<file path="src/hw/rtl/cbbc_pkg.sv">
// Shared constants and types for the cluster bounding box and centroid block.
// Used by every module of the block; depends on nothing.
package cbbc_pkg;

    // Largest number of points kept per cluster, and coordinate width.
    localparam int MAX_POINTS = 32768;
    localparam int COORD_W    = 16;

    // Point count, sum and queue widths follow from the constants above.
    localparam int CNT_W   = $clog2(MAX_POINTS + 1);
    localparam int SUM_W   = COORD_W + $clog2(MAX_POINTS) + 1;
    localparam int Q_DEPTH = 2;
    localparam int Q_AW    = $clog2(Q_DEPTH);

    // Summary of one finished cluster, handed from front to back.
    typedef struct packed {
        logic signed [SUM_W-1:0] sum_x;
        logic signed [SUM_W-1:0] sum_y;
        logic [CNT_W-1:0]        count;
        logic [COORD_W-1:0]      width;
        logic [COORD_W-1:0]      length;
        logic                    dropped;
    } t_clus;

    // Queue status seen by both sides.
    typedef struct packed {
        logic full;
        logic empty;
    } t_q_stat;

endpackage

</file>
<file path="src/hw/rtl/cluster_bounding_box_centroid.sv">
// Top level of the cluster bounding box and centroid block.
// Connects front end, summary queue and divider back end; depends on cbbc_pkg.
//
// Usage: points of a cluster arrive on the input channel (i_valid / o_stall)
// as signed x and y millimetres; i_last_point marks the final point. Each
// point is one transaction, so points stream at one per clock while o_stall
// is low. The final point closes the cluster and its summary enters a
// two-entry queue. The back end divides the sums by the count with a
// restoring divider, one quotient bit per cycle. An idle back end pops the
// summary from the queue, runs the divider and then raises o_valid
// (o_valid / i_stall); the result is taken at an edge where i_stall is low.
// A new summary is popped only after that result has left; the front
// raises o_stall only while the queue holds two waiting clusters, which
// happens when clusters shorter than the divider time arrive back to back
// or results are stalled. While i_stall is high the result and o_valid hold.
// Points past the maximum count are dropped and reported through
// o_overflow_flag. Reset clears all sums, counts, the queue and o_valid.
module cluster_bounding_box_centroid (
    input  logic                                i_clk,
    input  logic                                i_rst_n,
    input  logic                                i_valid,
    output logic                                o_stall,
    input  logic signed [cbbc_pkg::COORD_W-1:0] i_x_coord,
    input  logic signed [cbbc_pkg::COORD_W-1:0] i_y_coord,
    input  logic                                i_last_point,
    output logic                                o_valid,
    input  logic                                i_stall,
    output logic signed [cbbc_pkg::COORD_W-1:0] o_centroid_x,
    output logic signed [cbbc_pkg::COORD_W-1:0] o_centroid_y,
    output logic [cbbc_pkg::COORD_W-1:0]        o_extent_width,
    output logic [cbbc_pkg::COORD_W-1:0]        o_extent_length,
    output logic [cbbc_pkg::COORD_W-1:0]        o_point_total,
    output logic                                o_overflow_flag
);

    cbbc_pkg::t_clus   push_clus, head_clus;
    cbbc_pkg::t_q_stat q_stat;
    logic              push;
    logic              pop;
    logic              accept;

    // A point transaction completes when the queue has room.
    assign o_stall = q_stat.full;
    assign accept  = i_valid && !o_stall;

    cbbc_front u_front (
        .i_clk    (i_clk),
        .i_rst_n  (i_rst_n),
        .i_accept (accept),
        .i_x      (i_x_coord),
        .i_y      (i_y_coord),
        .i_last   (i_last_point),
        .o_push   (push),
        .o_clus   (push_clus)
    );

    cbbc_fifo u_fifo (
        .i_clk   (i_clk),
        .i_rst_n (i_rst_n),
        .i_push  (push),
        .i_data  (push_clus),
        .i_pop   (pop),
        .o_data  (head_clus),
        .o_stat  (q_stat)
    );

    cbbc_back u_back (
        .i_clk           (i_clk),
        .i_rst_n         (i_rst_n),
        .i_clus          (head_clus),
        .i_q_stat        (q_stat),
        .o_pop           (pop),
        .o_valid         (o_valid),
        .i_stall         (i_stall),
        .o_centroid_x    (o_centroid_x),
        .o_centroid_y    (o_centroid_y),
        .o_extent_width  (o_extent_width),
        .o_extent_length (o_extent_length),
        .o_point_total   (o_point_total),
        .o_overflow_flag (o_overflow_flag)
    );

endmodule

</file>
<file path="src/hw/rtl/cbbc_front.sv">
// Front end: accepts points, keeps running minima, maxima, sums and count,
// and pushes a cluster summary on the last point. Depends on cbbc_pkg.
module cbbc_front (
    input  logic                                i_clk,
    input  logic                                i_rst_n,
    input  logic                                i_accept,
    input  logic signed [cbbc_pkg::COORD_W-1:0] i_x,
    input  logic signed [cbbc_pkg::COORD_W-1:0] i_y,
    input  logic                                i_last,
    output logic                                o_push,
    output cbbc_pkg::t_clus                     o_clus
);

    logic signed [cbbc_pkg::COORD_W-1:0] r_low_x, r_high_x, r_low_y, r_high_y;
    logic signed [cbbc_pkg::COORD_W-1:0] n_low_x, n_high_x, n_low_y, n_high_y;
    logic signed [cbbc_pkg::SUM_W-1:0]   r_sum_x, r_sum_y, n_sum_x, n_sum_y;
    logic [cbbc_pkg::CNT_W-1:0]          r_count, n_count;
    logic                                r_dropped, n_dropped;
    logic                                full;
    logic                                first;

    assign full  = (r_count >= cbbc_pkg::CNT_W'(cbbc_pkg::MAX_POINTS));
    assign first = (r_count == '0);

    // Update the running statistics with an accepted point.
    always_comb begin
        n_low_x   = r_low_x;
        n_high_x  = r_high_x;
        n_low_y   = r_low_y;
        n_high_y  = r_high_y;
        n_sum_x   = r_sum_x;
        n_sum_y   = r_sum_y;
        n_count   = r_count;
        n_dropped = r_dropped;
        if (i_accept) begin
            if (full) begin
                n_dropped = 1'b1;
            end else begin
                if (first) begin
                    n_low_x  = i_x;
                    n_high_x = i_x;
                    n_low_y  = i_y;
                    n_high_y = i_y;
                end else begin
                    if (i_x < r_low_x)  n_low_x  = i_x;
                    if (i_x > r_high_x) n_high_x = i_x;
                    if (i_y < r_low_y)  n_low_y  = i_y;
                    if (i_y > r_high_y) n_high_y = i_y;
                end
                n_sum_x = r_sum_x + cbbc_pkg::SUM_W'(i_x);
                n_sum_y = r_sum_y + cbbc_pkg::SUM_W'(i_y);
                n_count = r_count + 1'b1;
            end
        end
    end

    // The summary carries the values after this point is taken in.
    assign o_push         = i_accept && i_last;
    assign o_clus.sum_x   = n_sum_x;
    assign o_clus.sum_y   = n_sum_y;
    assign o_clus.count   = n_count;
    assign o_clus.width   = cbbc_pkg::COORD_W'(n_high_x - n_low_x);
    assign o_clus.length  = cbbc_pkg::COORD_W'(n_high_y - n_low_y);
    assign o_clus.dropped = n_dropped;

    // Statistics registers; the last point clears them for the next cluster.
    always_ff @(posedge i_clk) begin
        if (!i_rst_n) begin
            r_sum_x   <= '0;
            r_sum_y   <= '0;
            r_count   <= '0;
            r_dropped <= 1'b0;
        end else if (o_push) begin
            r_sum_x   <= '0;
            r_sum_y   <= '0;
            r_count   <= '0;
            r_dropped <= 1'b0;
        end else begin
            r_sum_x   <= n_sum_x;
            r_sum_y   <= n_sum_y;
            r_count   <= n_count;
            r_dropped <= n_dropped;
        end
    end

    // Minima and maxima are reloaded by the first point of each cluster.
    always_ff @(posedge i_clk) begin
        r_low_x  <= n_low_x;
        r_high_x <= n_high_x;
        r_low_y  <= n_low_y;
        r_high_y <= n_high_y;
    end

endmodule

</file>
<file path="src/hw/rtl/cbbc_fifo.sv">
// Short queue of cluster summaries between the front and back ends.
// Depends on cbbc_pkg for the entry type and depth.
module cbbc_fifo (
    input  logic              i_clk,
    input  logic              i_rst_n,
    input  logic              i_push,
    input  cbbc_pkg::t_clus   i_data,
    input  logic              i_pop,
    output cbbc_pkg::t_clus   o_data,
    output cbbc_pkg::t_q_stat o_stat
);

    cbbc_pkg::t_clus             r_mem [cbbc_pkg::Q_DEPTH];
    logic [cbbc_pkg::Q_AW-1:0]   r_wr_ptr, r_rd_ptr;
    logic [cbbc_pkg::Q_AW:0]     r_fill;

    assign o_stat.full  = (r_fill == (cbbc_pkg::Q_AW+1)'(cbbc_pkg::Q_DEPTH));
    assign o_stat.empty = (r_fill == '0);
    assign o_data       = r_mem[r_rd_ptr];

    // Entry storage.
    always_ff @(posedge i_clk) begin
        if (i_push) begin
            r_mem[r_wr_ptr] <= i_data;
        end
    end

    // Pointers and fill level.
    always_ff @(posedge i_clk) begin
        if (!i_rst_n) begin
            r_wr_ptr <= '0;
            r_rd_ptr <= '0;
            r_fill   <= '0;
        end else begin
            if (i_push) begin
                r_wr_ptr <= (r_wr_ptr == cbbc_pkg::Q_AW'(cbbc_pkg::Q_DEPTH - 1))
                            ? '0 : r_wr_ptr + 1'b1;
            end
            if (i_pop) begin
                r_rd_ptr <= (r_rd_ptr == cbbc_pkg::Q_AW'(cbbc_pkg::Q_DEPTH - 1))
                            ? '0 : r_rd_ptr + 1'b1;
            end
            if (i_push && !i_pop) begin
                r_fill <= r_fill + 1'b1;
            end else if (i_pop && !i_push) begin
                r_fill <= r_fill - 1'b1;
            end
        end
    end

endmodule

</file>
<file path="src/hw/rtl/cbbc_back.sv">
// Back end: takes one cluster summary at a time, divides both sums by the
// count one quotient bit per cycle, and holds the result. Depends on cbbc_pkg.
module cbbc_back (
    input  logic                          i_clk,
    input  logic                          i_rst_n,
    input  cbbc_pkg::t_clus               i_clus,
    input  cbbc_pkg::t_q_stat             i_q_stat,
    output logic                          o_pop,
    output logic                          o_valid,
    input  logic                          i_stall,
    output logic [cbbc_pkg::COORD_W-1:0]  o_centroid_x,
    output logic [cbbc_pkg::COORD_W-1:0]  o_centroid_y,
    output logic [cbbc_pkg::COORD_W-1:0]  o_extent_width,
    output logic [cbbc_pkg::COORD_W-1:0]  o_extent_length,
    output logic [cbbc_pkg::COORD_W-1:0]  o_point_total,
    output logic                          o_overflow_flag
);

    localparam logic [1:0] S_IDLE = 2'd0;
    localparam logic [1:0] S_DIV  = 2'd1;
    localparam logic [1:0] S_OUT  = 2'd2;
    localparam int STEP_W = $clog2(cbbc_pkg::SUM_W);

    // Restoring divider state: partial remainder and dividend/quotient shifter.
    typedef struct packed {
        logic [cbbc_pkg::CNT_W-1:0] rem;
        logic [cbbc_pkg::SUM_W-1:0] quo;
    } t_div;

    logic [1:0]                  r_state;
    logic [STEP_W-1:0]           r_step;
    t_div                        r_div_x, r_div_y;
    t_div                        n_div_x, n_div_y;
    logic                        r_neg_x, r_neg_y;
    logic [cbbc_pkg::CNT_W-1:0]  r_den;
    logic [cbbc_pkg::SUM_W-1:0]  mag_x, mag_y;
    logic [cbbc_pkg::SUM_W-1:0]  fin_x, fin_y;
    logic                        last_step;

    // One quotient bit: shift in the next dividend bit and try a subtract.
    function automatic t_div div_step(input t_div cur, input logic [cbbc_pkg::CNT_W-1:0] den);
        t_div                     nxt;
        logic [cbbc_pkg::CNT_W:0] rem_sh;
        logic [cbbc_pkg::CNT_W:0] diff;
        rem_sh = {cur.rem, cur.quo[cbbc_pkg::SUM_W-1]};
        diff   = rem_sh - {1'b0, den};
        if (rem_sh >= {1'b0, den}) begin
            nxt.rem = diff[cbbc_pkg::CNT_W-1:0];
            nxt.quo = {cur.quo[cbbc_pkg::SUM_W-2:0], 1'b1};
        end else begin
            nxt.rem = rem_sh[cbbc_pkg::CNT_W-1:0];
            nxt.quo = {cur.quo[cbbc_pkg::SUM_W-2:0], 1'b0};
        end
        return nxt;
    endfunction

    // Magnitudes of the incoming sums; the sign is restored after dividing.
    assign mag_x = i_clus.sum_x[cbbc_pkg::SUM_W-1] ? -i_clus.sum_x : i_clus.sum_x;
    assign mag_y = i_clus.sum_y[cbbc_pkg::SUM_W-1] ? -i_clus.sum_y : i_clus.sum_y;

    assign n_div_x   = div_step(r_div_x, r_den);
    assign n_div_y   = div_step(r_div_y, r_den);
    assign fin_x     = r_neg_x ? -n_div_x.quo : n_div_x.quo;
    assign fin_y     = r_neg_y ? -n_div_y.quo : n_div_y.quo;
    assign last_step = (r_step == STEP_W'(cbbc_pkg::SUM_W - 1));

    assign o_pop   = (r_state == S_IDLE) && !i_q_stat.empty;
    assign o_valid = (r_state == S_OUT);

    // Sequencer: load a summary, run the divider, present the result.
    always_ff @(posedge i_clk) begin
        if (!i_rst_n) begin
            r_state <= S_IDLE;
            r_step  <= '0;
        end else begin
            unique case (r_state)
                S_IDLE: begin
                    if (o_pop) begin
                        r_state <= S_DIV;
                        r_step  <= '0;
                    end
                end
                S_DIV: begin
                    r_step <= r_step + 1'b1;
                    if (last_step) begin
                        r_state <= S_OUT;
                    end
                end
                S_OUT: begin
                    if (!i_stall) begin
                        r_state <= S_IDLE;
                    end
                end
                default: begin
                    r_state <= S_IDLE;
                end
            endcase
        end
    end

    // Divider and result datapath.
    always_ff @(posedge i_clk) begin
        if (o_pop) begin
            r_div_x.rem     <= '0;
            r_div_x.quo     <= mag_x;
            r_div_y.rem     <= '0;
            r_div_y.quo     <= mag_y;
            r_neg_x         <= i_clus.sum_x[cbbc_pkg::SUM_W-1];
            r_neg_y         <= i_clus.sum_y[cbbc_pkg::SUM_W-1];
            r_den           <= i_clus.count;
            o_extent_width  <= i_clus.width;
            o_extent_length <= i_clus.length;
            o_point_total   <= cbbc_pkg::COORD_W'(i_clus.count);
            o_overflow_flag <= i_clus.dropped;
        end else if (r_state == S_DIV) begin
            r_div_x <= n_div_x;
            r_div_y <= n_div_y;
            if (last_step) begin
                o_centroid_x <= fin_x[cbbc_pkg::COORD_W-1:0];
                o_centroid_y <= fin_y[cbbc_pkg::COORD_W-1:0];
            end
        end
    end

endmodule

</file>
<file path="config.mk">
export PLATFORM = sky130hd
export DESIGN_NAME = cluster_bounding_box_centroid
export DESIGN_NICKNAME = d
export VERILOG_FILES = /design/src/hw/rtl/cbbc_pkg.sv /design/src/hw/rtl/cluster_bounding_box_centroid.sv /design/src/hw/rtl/cbbc_front.sv /design/src/hw/rtl/cbbc_fifo.sv /design/src/hw/rtl/cbbc_back.sv
export SDC_FILE = /design/constraint.sdc
export NUM_CORES = 1
export LEC_CHECK = 0
export ABC_AREA = 1
export BUFFER_PORTS_ARGS = -buffer_cell sky130_fd_sc_hd__buf_2
export CORE_MARGIN = 4
export CORE_UTILIZATION = 55
export CTS_BUF_LIST = sky130_fd_sc_hd__clkbuf_8
export DETAILED_ROUTE_END_ITERATION = 8
export PLACE_DENSITY = 0.77
export SYNTH_ARGS = -nofsm -noshare
export SYNTH_HDL_FRONTEND = slang
export SYNTH_SLANG_ARGS = --single-unit
</file>
<file path="constraint.sdc">
create_clock -name i_clk -period 8.4 [get_ports i_clk]
set_input_delay 1.68 -clock i_clk [delete_from_list [all_inputs] [get_ports i_clk]]
set_output_delay 1.68 -clock i_clk [all_outputs]
set_load 0.005 [all_outputs]
</file>
==> results of run 1 <==
==> where the power goes <==
group	leakage (nW)	internal (mW)	switching (mW)
Sequential	5.07	4.24	0.403
Clock	1.13	1.51	1.11
Combinational	9.39	2.00	3.99
Total	15.6	7.75	5.51
==> worst max-delay path by stage <==
stage | start | end | slack (ns)
final | i_y_coord[15] | u_fifo.r_mem[1][16] | 2.82
after global routing | i_y_coord[15] | u_fifo.r_mem[0][16] | 2.48
after CTS | i_y_coord[15] | u_fifo.r_mem[0][16] | 2.97
after detailed placement | i_y_coord[15] | u_fifo.r_mem[1][16] | 2.23
after global placement | i_y_coord[15] | u_fifo.r_mem[0][16] | 2.32
after floorplan | i_valid | u_fifo.r_mem[0][0] | 1.09
==> metrics by stage <==
step / area (sq um) / util (%) / hold slack [ns] / std cells / power [mW]
floorplan: 31000 / - / 0.426 / 3582 / 9.06
global placement: 32200 / 58.2 / 0.429 / 4369 / 10.4
detailed placement: 32200 / 58.2 / 0.429 / 4369 / 10.6
CTS: 34300 / 61.9 / 0.440 / 4540 / 13.3
global route: 34300 / 61.9 / 0.485 / 4545 / 14.4
finish: 34300 / 61.9 / 0.444 / 4545 / 13.3
==> sequential cells by signal, indices dropped and copies added (netlist names), 15 cells and up, named ones only <==
name,flops
u_front.r_high_y,15
u_front.r_low_x,16
u_front.r_sum_x,32
u_back.r_div_x,48
u_back.o_centroid_x,16
u_back.o_point_total,16
u_fifo.r_mem,226
u_front.r_sum_y,32
u_front.r_low_y,16
u_back.o_centroid_y,16
u_back.r_div_y,48
u_front.r_high_x,15
u_back.o_extent_length,16
u_front.r_count,16
u_back.o_extent_width,16
==> layout by cell type (no fill, tap or decap), types with 9 or more instances in the layout <==
master,count
nor3_1,32
or2_1,9
buf_4,14
a21o_1,11
buf_2,119
clkbuf_8,107
a21oi_1,234
or2_2,33
nand2_2,13
ha_1,185
a31oi_1,16
bufinv_16,11
nand3b_1,12
edfxtp_1,375
nand4_1,29
o21ai_1,40
nor2_1,190
o21a_1,11
nor4_1,13
xnor2_1,70
dfxtp_1,186
o21bai_1,14
clkinv_2,14
inv_1,422
nand3_1,143
nand2_1,997
mux2i_1,26
xor2_1,100
a211oi_1,16
o21ai_0,223
clkinv_1,15
==> area by class of cell <==
class | instances | area (sq um) | share of cell area [%]
multi-input cells | 2510 | 14000 | 40.7
diodes | 5 | 12.5 | 0.0365
well taps | 748 | 936 | 2.73
flip-flops and latches | 562 | 15000 | 43.7
clock buffers | 107 | 1470 | 4.29
repair buffers | 136 | 761 | 2.22
clock inverters | 64 | 597 | 1.74
inverters | 413 | 1550 | 4.52
==> worst max-delay path, cell delays in order <==
cell and delay, ns:
buf_2 0.39, ha_1 0.37, a21oi_1 0.15, o21ai_0 0.09
nor2_1 0.15, nand3_1 0.09, nand3_1 0.32, nand2_1 0.70
o21ai_0 0.50, ha_1 0.34, nand2_1 0.08, nor2_1 0.04
a211oi_1 0.31, nor2_1 0.08, nand3_1 0.09, nand2_1 0.14
nand2_1 0.12, nand2_1 0.10, nand2_1 0.10, nand2_1 0.05
nand2_1 0.05, nand2_1 0.06
==> metal layers <==
layer	share of wire, %	track usage (%)	vias up
met4	2.1	7.38	6
met1	47	32.3	11000
met5	0.036	0	-
met2	45	36.4	577
li1	-	-	12200
met3	6.4	4.15	109
==> logic make-up after synthesis <==
kind of cell	Yosys count	synth area share, %
buf+inv	510	6.47
xor+xnor	170	4.81
flops	562	48.5
compound gates	613	10.9
simple gates	1509	20.5
fa+ha+maj	191	7.87
mux	27	0.914
==> results.json, run 1 <==
{
  "synth_area_sq_mm": 0.0310,
  "cts_buffer_depth": 3,
  "tightest_slew_ns": 1.08,
  "die_h_um": 245,
  "grt_overflow": 0,
  "nFillCells": 4692,
  "synth_top_area_share_pct": 36.4,
  "wirelength_um": 69500,
  "syn_to_final_growth_pct": 10.9,
  "max_clock_freq_ghz": 0.179,
  "synth_most_common_cell": "nand2_1",
  "drc": 0,
  "finalCritPeriodShare_pct": 66.4,
  "r2r_start": "u_back.o_point_total[1]",
  "antenna_found_initial": 8,
  "grt_usage_pct": 23.0,
  "preCtsSetupSlack_ns": 2.23,
  "netlist_top_cells_count": "nand2_1 (998), inv_1 (403), edfxtp_1 (375)",
  "slew_viol_final": 0,
  "grt_first_pass_wirelength_um": 113000,
  "ys_warn_count": 0,
  "die_w_um": 245,
  "clk_pin_slew_worst_paths_ns": 0.06,
  "finClkSkew_ns": 0.0352,
  "maxCapViolCount": 0,
  "reg2reg_depth": 23,
  "die_area_sq_mm": 0.0601,
  "cts_setup_buffers": 0,
  "whs_path_depth": 1,
  "cp-start-kind": "input pin",
  "syn_inst": 3582,
  "vdd_drop_max_mv": 0.266,
  "synth-seq-area-share_pct": 48.5,
  "wl_per_cell_um": 15.3,
  "grt_pass1_vias": 22600,
  "drt_iter0_drc": 1701,
  "required_ns": 8.83,
  "hold_path.class": "flip-flop to flip-flop",
  "htree_levels": 3,
  "setup_tns_ns": 0,
  "ant_nets": 0,
  "top_level_ports": 120,
  "nets": 3942,
  "slew_headroom_pct": 27.5,
  "leakagePower_nw": 15.6,
  "hold_viol": 0,
  "post_cts_resized": 0,
  "gp_congestion": 0.937,
  "r2r-end": "u_back.o_centroid_y[14]",
  "synthTopCellsByArea": "edfxtp_1 (36%), nand2_1 (12%), dfxtp_1 (12%), ha_1 (7.5%), inv_1 (4.9%)",
  "io_buffers": 119,
  "vias": 24000,
  "clock-sinks": 562,
  "cts_tree": "built",
  "arrival_ns": 6.01,
  "ctsHoldBuffers": 0,
  "synth-edff-count": 375,
  "cp_max_fo": 32,
  "rsz0062_at_grt": "no",
  "firstDrtPassIters": 6,
  "async_flop_share_pct": 0,
  "r2r_slack_ns": 3.42,
  "dp_hpwl_um": 49200,
  "status": "completed",
  "setup_slack_ns": 2.82,
  "hp-start": "u_fifo.r_rd_ptr",
  "rows": 86,
  "syn-num-nets": 3810,
  "synth.distinct_cells": 63,
  "core_area_sq_mm": 0.0554,
  "start_util_pct": 55.9,
  "crit_type": "input pin to flip-flop",
  "ys.flop_type": "edfxtp_1",
  "cts_root_buffer": "clkbuf_8",
  "critPathCaptureType": "flip-flop",
  "ys_ff_latch": 562,
  "syn-mean-instance-area_sq_um": 8.64,
  "worstSkewPairLatency_ns": 0.69,
  "synth_top_area_cell": "edfxtp_1",
  "cts_buffers": 91,
  "power_density_mw_per_mm2": 386,
  "via_per_inst": 5.27,
  "min_period_ns": 5.58,
  "grt_max_degree": 119,
  "drive_gt1_share_pct": 9.84,
  "setup_viol_count_final": 0
}
Note: power is estimated with default switching activity, not from simulation.
==> run 2, diff against run 1 <==
--- a/config.mk
+++ b/config.mk
@@ -5,7 +5,7 @@
 export SDC_FILE = /design/constraint.sdc
 export NUM_CORES = 1
 export LEC_CHECK = 0
-export ABC_AREA = 1
+export ABC_AREA = 0
 export BUFFER_PORTS_ARGS = -buffer_cell sky130_fd_sc_hd__buf_2
 export CORE_MARGIN = 4
 export CORE_UTILIZATION = 55
==> constraint.sdc (replaced) <==
create_clock -name i_clk -period 5.35 [get_ports i_clk]
set_input_delay 1.07 -clock i_clk [delete_from_list [all_inputs] [get_ports i_clk]]
set_output_delay 1.07 -clock i_clk [all_outputs]
set_load 0.005 [all_outputs]
==> results.json, run 2 <==
{
  "ys_warn_count": 0,
  "grt_overflow": 0,
  "fin_cells": 3894,
  "finalCritPeriodShare_pct": 94.0,
  "vias": 22100,
  "hold_viol": 0,
  "synth-seq-area-share_pct": 49.8,
  "crit_type": "input pin to flip-flop",
  "core_area_sq_mm": 0.0540,
  "whs_endpoint": "u_back.r_div_y[47]",
  "final_cell_mix": "edfxtp_1 (375), nand2_1 (309), o21ai_0 (223)",
  "clock-sinks": 562,
  "rows": 85,
  "grt_first_pass_wirelength_um": 112000,
  "critPathCaptureType": "flip-flop",
  "htree_levels": 3,
  "dp_cells": 3719,
  "layout_commonest_cell": "edfxtp_1",
  "ys_ff_latch": 562,
  "netlist_top_cells_count": "edfxtp_1 (375), nand2_1 (312), o21ai_0 (225)",
  "tightest_slew_ns": 1.11,
  "cts_root_buffer": "clkbuf_8",
  "reg2reg_depth": 23,
  "wl_per_cell_um": 17.7,
  "ys.flop_type": "edfxtp_1",
  "start_util_pct": 55.7,
  "finClkSkew_ns": 0.0263,
  "synth_most_common_cell": "edfxtp_1",
  "setup_slack_ns": 0.322,
  "slew_headroom_pct": 26.3,
  "slew_viol_final": 0,
  "ctsHoldBuffers": 0,
  "drc": 0,
  "r2r_slack_ns": 0.39,
  "whs_path_depth": 2,
  "leakagePower_nw": 14.3,
  "synthTopCellsByArea": "edfxtp_1 (37%), dfxtp_1 (12%), ha_1 (7.7%), nand2_1 (3.9%), xnor2_1 (3.8%)",
  "arrival_ns": 5.42,
  "power_density_mw_per_mm2": 638,
  "setup_viol_count_final": 0,
  "hold_path.class": "flip-flop to flip-flop",
  "die_w_um": 242,
  "gp_congestion": 0.909,
  "synth_area_sq_mm": 0.0301,
  "largestRegisters": "u_fifo.r_mem x226, u_back.r_div_x x48, u_back.r_div_y x48",
  "max_clock_freq_ghz": 0.199,
  "die_h_um": 242,
  "hp-start": "u_back.r_div_y[47]",
  "dp_hpwl_um": 49700,
  "top_register": "u_fifo.r_mem",
  "stdcell_area_sq_mm": 0.0344,
  "clk_pin_slew_worst_paths_ns": 0.06,
  "vdd_drop_max_mv": 0.516,
  "synth-edff-count": 375,
  "synth.distinct_cells": 93,
  "drive_gt1_share_pct": 16.9,
  "nets": 3346,
  "grt_max_degree": 124,
  "r2r-end": "u_fifo.r_mem[0][15]",
  "final_core_util_pct": 63.7,
  "p_total_mw": 22.0,
  "via_per_inst": 5.69,
  "status": "completed",
  "io_buffers": 119,
  "drt_iter0_drc": 1568,
  "die_area_sq_mm": 0.0585,
  "worstSkewPairLatency_ns": 0.68,
  "grt_pass1_vias": 22300,
  "syn-mean-instance-area_sq_um": 10.5,
  "required_ns": 5.74,
  "wirelength_um": 68800,
  "syn_inst": 2861,
  "syn-num-nets": 3089,
  "preCtsSetupSlack_ns": -0.418,
  "synth_top_area_cell": "edfxtp_1",
  "rsz0062_at_grt": "no",
  "cts_buffers": 92,
  "synth_top_area_share_pct": 37.4,
  "largest_reg_flops": 226,
  "cp_max_fo": 5,
  "syn_to_final_growth_pct": 14.4,
  "cts_tree": "built",
  "place_area_sq_mm": 0.0325,
  "top_level_ports": 120,
  "min_period_ns": 5.03,
  "grt_usage_pct": 23.1,
  "firstDrtPassIters": 6,
  "cts_buffer_depth": 3,
  "antenna_found_initial": 1,
  "maxCapViolCount": 0,
  "cp-start-kind": "input pin",
  "async_flop_share_pct": 0,
  "ant_nets": 0
}
run 2: cell types whose count changed after synthesis, moves of 62 or more:
cell     change
xnor2_1     +62
inv_1      -226
a21oi_1     -86
nor2b_1     +77
mux2_2      +71
nand3_1    -106
nand2_1    -686
run 2: cell families after synthesis:
kind of cell,count (synthesis),synth area share [%]
mux,157,5.55
flops,562,49.8
simple gates,809,13.2
xor+xnor,202,5.93
fa+ha+maj,193,8.16
compound gates,666,13.9
buf+inv,272,3.45
run 2: cell type report:
class	count	area (sq um)
multi-input combinational	2027	14300
antenna	1	2.50
timing repair buffer	256	1640
clock buffer	101	1390
inverter	179	672
tap	696	871
sequential	562	15000
clock inverter	72	524
fill	4197	19600
run 2: power by group:
part	leakage, nW	switching [mW]	internal [mW]
clock	1.09	1.74	2.13
combinational	8.14	6.19	4.43
sequential	5.06	0.671	6.81
total	14.3	8.60	13.4
run 2: critical path: stages:
cell      delay [ns]
buf_2           0.13
ha_4            0.26
nand4_1         0.16
or4_4           0.58
and2_4          0.20
nand2_4         0.06
mux2i_4         0.07
or2_4           0.26
buf_4           0.15
a21oi_4         0.14
inv_1           0.08
ha_1            0.27
a21o_1          0.18
a21oi_2         0.19
nand2b_1        0.13
o211ai_1        0.13
a31oi_1         0.22
o32ai_2         0.13
a21boi_1        0.19
o21ai_1         0.12
a211o_1         0.31
a21oi_2         0.12
xor3_1          0.25
run 2: through the flow:
stage	hold slack (ns)	TNS, ns
floorplan	0.426	-0.527
global placement	0.440	-3.47
detailed placement	0.453	-6.66
CTS	0.468	0
global route	0.475	0
finish	0.464	0
run 2: how the worst max path moves through the flow:
stage	from	endpoint	slack [ns]	depth (start not counted)
2_1_floorplan	i_y_coord[1]	u_fifo.r_mem[0][15]	-0.17	22
3_3_place_gp	i_x_coord[10]	u_fifo.r_mem[1][32]	-0.25	24
3_5_place_dp	i_x_coord[1]	u_fifo.r_mem[0][32]	-0.42	24
4_1_cts	u_front.r_high_x[1]	u_fifo.r_mem[1][32]	0.27	23
5_1_grt	u_back.o_point_total[1]	u_back.o_centroid_y[12]	0.007	19
6_report	i_x_coord[9]	u_fifo.r_mem[1][32]	0.32	23
run 2: metal layers:
metal  wire length (um)  global-route usage (%)  up-vias
li1                   -                       -    10900
met1              31200                    30.0    10500
met2              31500                    38.2      576
met3               3630                    4.10      159
met4               2470                    9.89        0
met5                  0                       0        -
run 2: repair_timing:
action,in CTS,in global routing
setup endpoints to repair,0,6
buffers inserted,0,1
gates resized for setup,0,3
